### src/design/quaternion_nlerp_assert.svh
// ----------------------------------------------------------------------------
// Quaternion nlerp assertion macros
// Concurrent assertion forms used by the quaternion nlerp queue.
// ----------------------------------------------------------------------------
`ifndef QUATERNION_NLERP_ASSERT_SVH
`define QUATERNION_NLERP_ASSERT_SVH

// A property that must hold at every clock edge outside reset.
`define QNL_ASSERT(label, clk, rst_n, prop, msg) \
	label: assert property (@(posedge clk) disable iff (!rst_n) (prop)) else $error(msg);

// A condition that must be followed by a consequence in the next cycle.
`define QNL_ASSERT_NEXT(label, clk, rst_n, ante, cons, msg) \
	label: assert property (@(posedge clk) disable iff (!rst_n) (ante) |=> (cons)) else $error(msg);

`endif

### src/design/qnl_pkg.sv
// ----------------------------------------------------------------------------
// Quaternion nlerp package
// Formats, pipeline sizes, the queue word type and the output saturation.
// ----------------------------------------------------------------------------
`timescale 1ns / 1ps

package qnl_pkg;

	// Component format Q2.14 and weight format Q1.15.
	localparam int CB             = 16;
	localparam int WF             = 15;
	localparam int BL_W           = 19;
	localparam int MAG_W          = 18;
	localparam int SQ_W           = 38;
	localparam int LEN_FRAC       = 26;
	localparam int SQ_SHIFT       = 12;
	localparam int RAD_W          = 64;
	localparam int ROOT_STEPS     = 32;
	localparam int LEN_W          = 32;
	localparam int QUO_BITS       = 17;
	localparam int NUM_W          = 49;
	localparam int ZERO_LEN_LIMIT = 671;
	localparam int FRONT_STAGES   = 5;
	localparam int QUEUE_DEPTH    = 8;
	localparam int QPTR_W         = $clog2(QUEUE_DEPTH);

	// One word moved from the front part to the back part.
	typedef struct packed {
		logic [3:0][BL_W-1:0] blend;
		logic [SQ_W-1:0]      sumsq;
	} qnl_item_t;

	typedef struct packed {
		logic      valid;
		qnl_item_t item;
	} qnl_word_t;

	// Saturate a signed value to the component range.
	function automatic logic [CB-1:0] sat_comp(input logic signed [BL_W-1:0] x);
		logic signed [BL_W-1:0] hi;
		logic signed [BL_W-1:0] lo;
		hi = BL_W'((1 <<< (CB - 1)) - 1);
		lo = -BL_W'(1 <<< (CB - 1));
		if (x > hi)
			return hi[CB-1:0];
		else if (x < lo)
			return lo[CB-1:0];
		else
			return x[CB-1:0];
	endfunction

endpackage

### src/design/qnl_queue.sv
// ----------------------------------------------------------------------------
// Quaternion nlerp queue
// Short queue between the front and back parts, with credit-based busy.
// ----------------------------------------------------------------------------
`timescale 1ns / 1ps

module qnl_queue import qnl_pkg::*; (
	input  logic      clk,
	input  logic      arst_n,
	input  qnl_word_t push,
	output logic      busy,
	output qnl_word_t pop
);

	`include "quaternion_nlerp_assert.svh"

	qnl_item_t          mem_q [QUEUE_DEPTH];
	logic [QPTR_W-1:0]  wr_ptr_q, rd_ptr_q;
	logic [QPTR_W:0]    count_q;
	logic               rd_en;
	logic               pop_valid_q;
	qnl_item_t          pop_item_q;
	logic               q_full;
	logic               q_over;
	logic               q_one;

	assign rd_en = (count_q != '0);

	// Fill level flags used by the checks below.
	assign q_full = (count_q == (QPTR_W + 1)'(QUEUE_DEPTH));
	assign q_over = (count_q > (QPTR_W + 1)'(QUEUE_DEPTH));
	assign q_one  = (count_q == (QPTR_W + 1)'(1));

	// Hold off new words while the queue cannot absorb the front in flight.
	assign busy = (count_q >= (QPTR_W + 1)'(QUEUE_DEPTH - FRONT_STAGES));

	// Storage write.
	always_ff @(posedge clk) begin
		if (push.valid)
			mem_q[wr_ptr_q] <= push.item;
	end

	// Registered read toward the back part.
	always_ff @(posedge clk) begin
		if (rd_en)
			pop_item_q <= mem_q[rd_ptr_q];
	end

	// Pointers and fill count.
	always_ff @(posedge clk or negedge arst_n) begin
		if (!arst_n) begin
			wr_ptr_q    <= '0;
			rd_ptr_q    <= '0;
			count_q     <= '0;
			pop_valid_q <= 1'b0;
		end else begin
			pop_valid_q <= rd_en;
			if (push.valid)
				wr_ptr_q <= wr_ptr_q + 1'b1;
			if (rd_en)
				rd_ptr_q <= rd_ptr_q + 1'b1;
			count_q <= count_q + (QPTR_W + 1)'(push.valid) - (QPTR_W + 1)'(rd_en);
		end
	end

	assign pop.valid = pop_valid_q;
	assign pop.item  = pop_item_q;

	`QNL_ASSERT(q_no_overflow, clk, arst_n, !(push.valid && !rd_en && q_full), "queue write while full")
	`QNL_ASSERT(q_count_bound, clk, arst_n, !q_over, "queue count beyond depth")
	`QNL_ASSERT_NEXT(q_drain_one, clk, arst_n, q_one && !push.valid, !rd_en && pop.valid, "single word not drained")

endmodule

### config.mk
export PLATFORM = sky130hd
export DESIGN_NAME = qnl_queue
export DESIGN_NICKNAME = d
export VERILOG_FILES = /design/src/design/qnl_pkg.sv /design/src/design/qnl_queue.sv
export VERILOG_INCLUDE_DIRS = /design/src /design/src/design
export SDC_FILE = /design/constraint.sdc
export NUM_CORES = 1
export LEC_CHECK = 0
export CAP_MARGIN = 30
export CORE_UTILIZATION = 39
export CTS_CLUSTER_SIZE = 25
export DETAILED_ROUTE_END_ITERATION = 7
export DONT_BUFFER_PORTS = 1
export GPL_TIMING_DRIVEN = 0
export SKIP_CTS_REPAIR_TIMING = 1
export SYNTH_ARGS = -nofsm -noshare
export SYNTH_HDL_FRONTEND = slang
export SYNTH_SLANG_ARGS = --single-unit
### constraint.sdc
create_clock -name clk -period 10.5 [get_ports clk]
set_input_delay 0.525 -clock clk [delete_from_list [all_inputs] [get_ports clk]]
set_output_delay 0.525 -clock clk [all_outputs]
set_load 0.005 [all_outputs]
==> results.env <==
DRC=0
NUM_ROWS=114
WORSTSETUPSTARTPOINTTYPE='register'
FINAL_NETS=1902
VIAS_PER_CELL=5.192
HOLDCRITPATHCLASS='input port to asynchronous set/reset pin'
MAXCLOCKFREQUENCY_MHz=342.3
WORST_CLOCK_SKEW_NS=0.01657
ANTENNA_VIOLATING_NETS_LEFT=0
WL_PER_CELL_UM=26.45
TOTAL_VIAS_IN_THE_FINAL_ROUTE=16340
POWER_uW=12910
FINALWORSTPATHREQUIREDPERIOD_NS=2.921
CP.ARRIVAL_NS=3.31
FINAL.SETUP.WORST_SLACK_NS=7.579
VIAS_IN_THE_FIRST_GLOBAL_ROUTE=17010
MAXIMUM_LEVEL_OF_THE_CTS_H_TREE=3
WIRE_LENGTH_OF_THE_FIRST_GLOBAL_ROUTING_PASS_UM=119200
DR.PASS1.ITERS=5
CLK_PIN_SLEW_WORST_PATHS_NS=0.07
OUTCOME='complete, no violations'
DRIVE_ABOVE_1_SHARE=0.2978
DIE_X_EXTENT_UM=316.5
TIMING.FINAL.CRIT_SHARE=0.2782
CRITICAL_PATH.ENDPOINT_TYPE='register'
POWER.LEAKAGE_uW=0.01492
TIMING.FINAL.SETUP_VIOLATIONS=0
GR-TOTAL-OVERFLOW=0
POWER_DENSITY_nW_PER_UM2=279.6
IO_BUFFERS=0
CLOCK_SINK_COUNT=1037
FINAL_COMMON_CELL='sky130_fd_sc_hd__edfxtp_1'
COMBINED_AREA_OF_ALL_SYNTHESIZED_CELLS_UM2=38560
REPORT.FINAL.SLEW_VIOL_COUNT=0
FF2FF_PATH_DEPTH=5
IRDROPWORSTVDD_uV=153.1
FINALHOLDVIOLCOUNT=0
POSTSYNTHAREAPERCELL_UM2=25.92
CRITICAL_PATH_PEAK_FANOUT=10
TIMING.MAX_CAP.VIOLATIONS=0
SYN_INST=1488
N_FILL_CELL=7832
CLOCK-ROOT-BUFFER='sky130_fd_sc_hd__clkbuf_16'
TOP_LEVEL_PORTS=233
RSZ_0062_RAISED_AFTER_GLOBAL_ROUTING='no'
MOSTFREQUENTLAYOUTCELLS='sky130_fd_sc_hd__edfxtp_1 (1026), sky130_fd_sc_hd__mux4_2 (168), sky130_fd_sc_hd__mux2_2 (116), sky130_fd_sc_hd__dlygate4sd3_1 (116), sky130_fd_sc_hd__clkbuf_16 (106)'
WP_DATA_REQUIRED_NS=10.89
DP_HPWL_UM=51600
GPL.FINAL_WEIGHTED_CONGESTION=0.6706
SEQ_AREA_FRAC_SYNTH=0.8060
GROUTE.USAGE.OVERALL=0.1672
CTS_MADE_BUFFERS=104
FIN_UTIL=0.4745
CLK_LATENCY_NS=0.68
GRT_START_MAX_NET_PINS=45
TIMING.SETUP.CRITICAL_PATH_CLASS='register to register'
DIE_Y_UM=316.5
POST_PLACE_WORST_SLACK_NS=7.381
YS_WARN_COUNT=0
STARTING_DENSITY=0.3964
ANTENNA_FOUND_INITIAL=8
SYNTHTOLAYOUTAREAGROWTH_PCT=19.70
YOSYS.CELL_TYPES.COUNT=25
CLK_PATH_BUF_DEPTH=3
REGTOREGSTARTPOINT='rd_ptr_q[1]'
SYNTHESIS_STAGE_REGISTER_BIT_COUNT=1037
WORSTMARGINPINSLEW_NS=0.9424
REGTOREGSETUPSLACK_NS=7.58
TIMING.SETUP.TNS_NS=0
TIMING.MAX_SLEW.REL_SLACK=0.3683
R2R-END='pop[95]'
FP.DIEAREA_UM2=100100
SYNTH_FP_NETS=1613
TRITONCTS='done'
CORE-AREA_UM2=97280
DETAIL_ROUTE.ITER0.VIOLATIONS=1322
DRT_WL_TOTAL_UM=83230
layer usage:
layer  GRT usage  wire length, um  up-vias
met4     0.04972             1767        8
met3     0.04415             3978      120
met5           0               51        -
met2      0.2755            41450      396
li1            -                -     7045
met1      0.2178            35980     8769
stage by stage:
stage	instance area, um^2	cells	hold WS, ns
2_1_floorplan	38560	1488	0.2294
3_3_place_gp	40160	2764	0.2301
3_5_place_dp	41380	2831	0.2300
4_1_cts	44990	3027	-0.5280
5_1_grt	46150	3143	0.2927
6_report	46160	3147	0.2897
logic make-up after synthesis:
logic type | after synthesis | share of synthesized area
AOI/OAI and AO/OA | 3 | 0.0004540
xor gates and xnor gates | 6 | 0.001363
adders and majority gates | 8 | 0.002790
buffers and inverters | 74 | 0.01454
DFF | 1037 | 0.8060
muxes | 344 | 0.1729
and+or+nand+nor | 16 | 0.001947
power by group:
| group | internal (uW) | switching, uW | leakage, uW |
|---|---|---|---|
| registers | 5500 | 272 | 0.00961 |
| logic | 1590 | 1670 | 0.00358 |
| clock network | 2290 | 1580 | 0.00174 |
state kept, by name, indices dropped and copies added, names as in the netlist:
name and cells:
pop_valid_q 1, wr_ptr_q 3, pop 114, count_q 4, mem_q 912, rd_ptr_q 3
cells in the mapped netlist:
master,n,share of area
sky130_fd_sc_hd__o21ai_0,1,0.00013
sky130_fd_sc_hd__buf_1,14,0.0014
sky130_fd_sc_hd__nor3_1,2,0.00026
sky130_fd_sc_hd__nor2_1,6,0.00058
sky130_fd_sc_hd__clkbuf_1,21,0.0020
sky130_fd_sc_hd__xor2_1,3,0.00068
sky130_fd_sc_hd__inv_1,8,0.00078
sky130_fd_sc_hd__xnor2_1,3,0.00068
sky130_fd_sc_hd__buf_8,18,0.0070
sky130_fd_sc_hd__buf_6,5,0.0015
sky130_fd_sc_hd__or3b_2,1,0.00023
sky130_fd_sc_hd__a21o_1,1,0.00019
sky130_fd_sc_hd__a21oi_1,1,0.00013
sky130_fd_sc_hd__dfrtp_1,11,0.0071
sky130_fd_sc_hd__mux2_2,116,0.034
sky130_fd_sc_hd__nand2_1,4,0.00039
sky130_fd_sc_hd__buf_4,1,0.00019
sky130_fd_sc_hd__edfxtp_1,1026,0.80
sky130_fd_sc_hd__mux4_2,168,0.098
sky130_fd_sc_hd__nand2b_1,3,0.00049
sky130_fd_sc_hd__fa_1,1,0.00052
sky130_fd_sc_hd__mux4_1,60,0.041
sky130_fd_sc_hd__buf_2,5,0.00065
sky130_fd_sc_hd__ha_1,7,0.0023
sky130_fd_sc_hd__buf_12,2,0.0010
how the worst max path moves through the flow:
stage,end,slack (ns),startpoint
final,pop[95],7.58,rd_ptr_q[1]
after global routing,pop[95],7.41,rd_ptr_q[1]
after CTS,pop[95],7.36,rd_ptr_q[1]
after detailed placement,pop[95],7.38,rd_ptr_q[1]
after global placement,mem_q[4][87],-7.93,push[114]
after floorplan,mem_q[0][0],1.45,push[114]
final cells by class:
cell class / instances / area (um^2) / area share
sequential: 1037 / 31080 / 0.6734
clock inverter: 75 / 883.3 / 0.01914
inverter: 8 / 30.03 / 0.0006505
buffer: 66 / 534.3 / 0.01157
antenna: 4 / 10.01 / 0.0002168
clock buffer: 121 / 2729 / 0.05912
timing repair buffer: 183 / 2320 / 0.05025
multi-input combinational: 377 / 6974 / 0.1511
tap: 1276 / 1597 / 0.03459
critical path: stages, from the launching register on:
cell                       delay (ns)
sky130_fd_sc_hd__dfrtp_1         0.35
sky130_fd_sc_hd__clkbuf_1        0.40
sky130_fd_sc_hd__buf_8           0.21
sky130_fd_sc_hd__buf_2           0.40
sky130_fd_sc_hd__clkbuf_1        0.72
sky130_fd_sc_hd__mux2_2          0.51
Note: power is estimated with default switching activity, not from simulation.
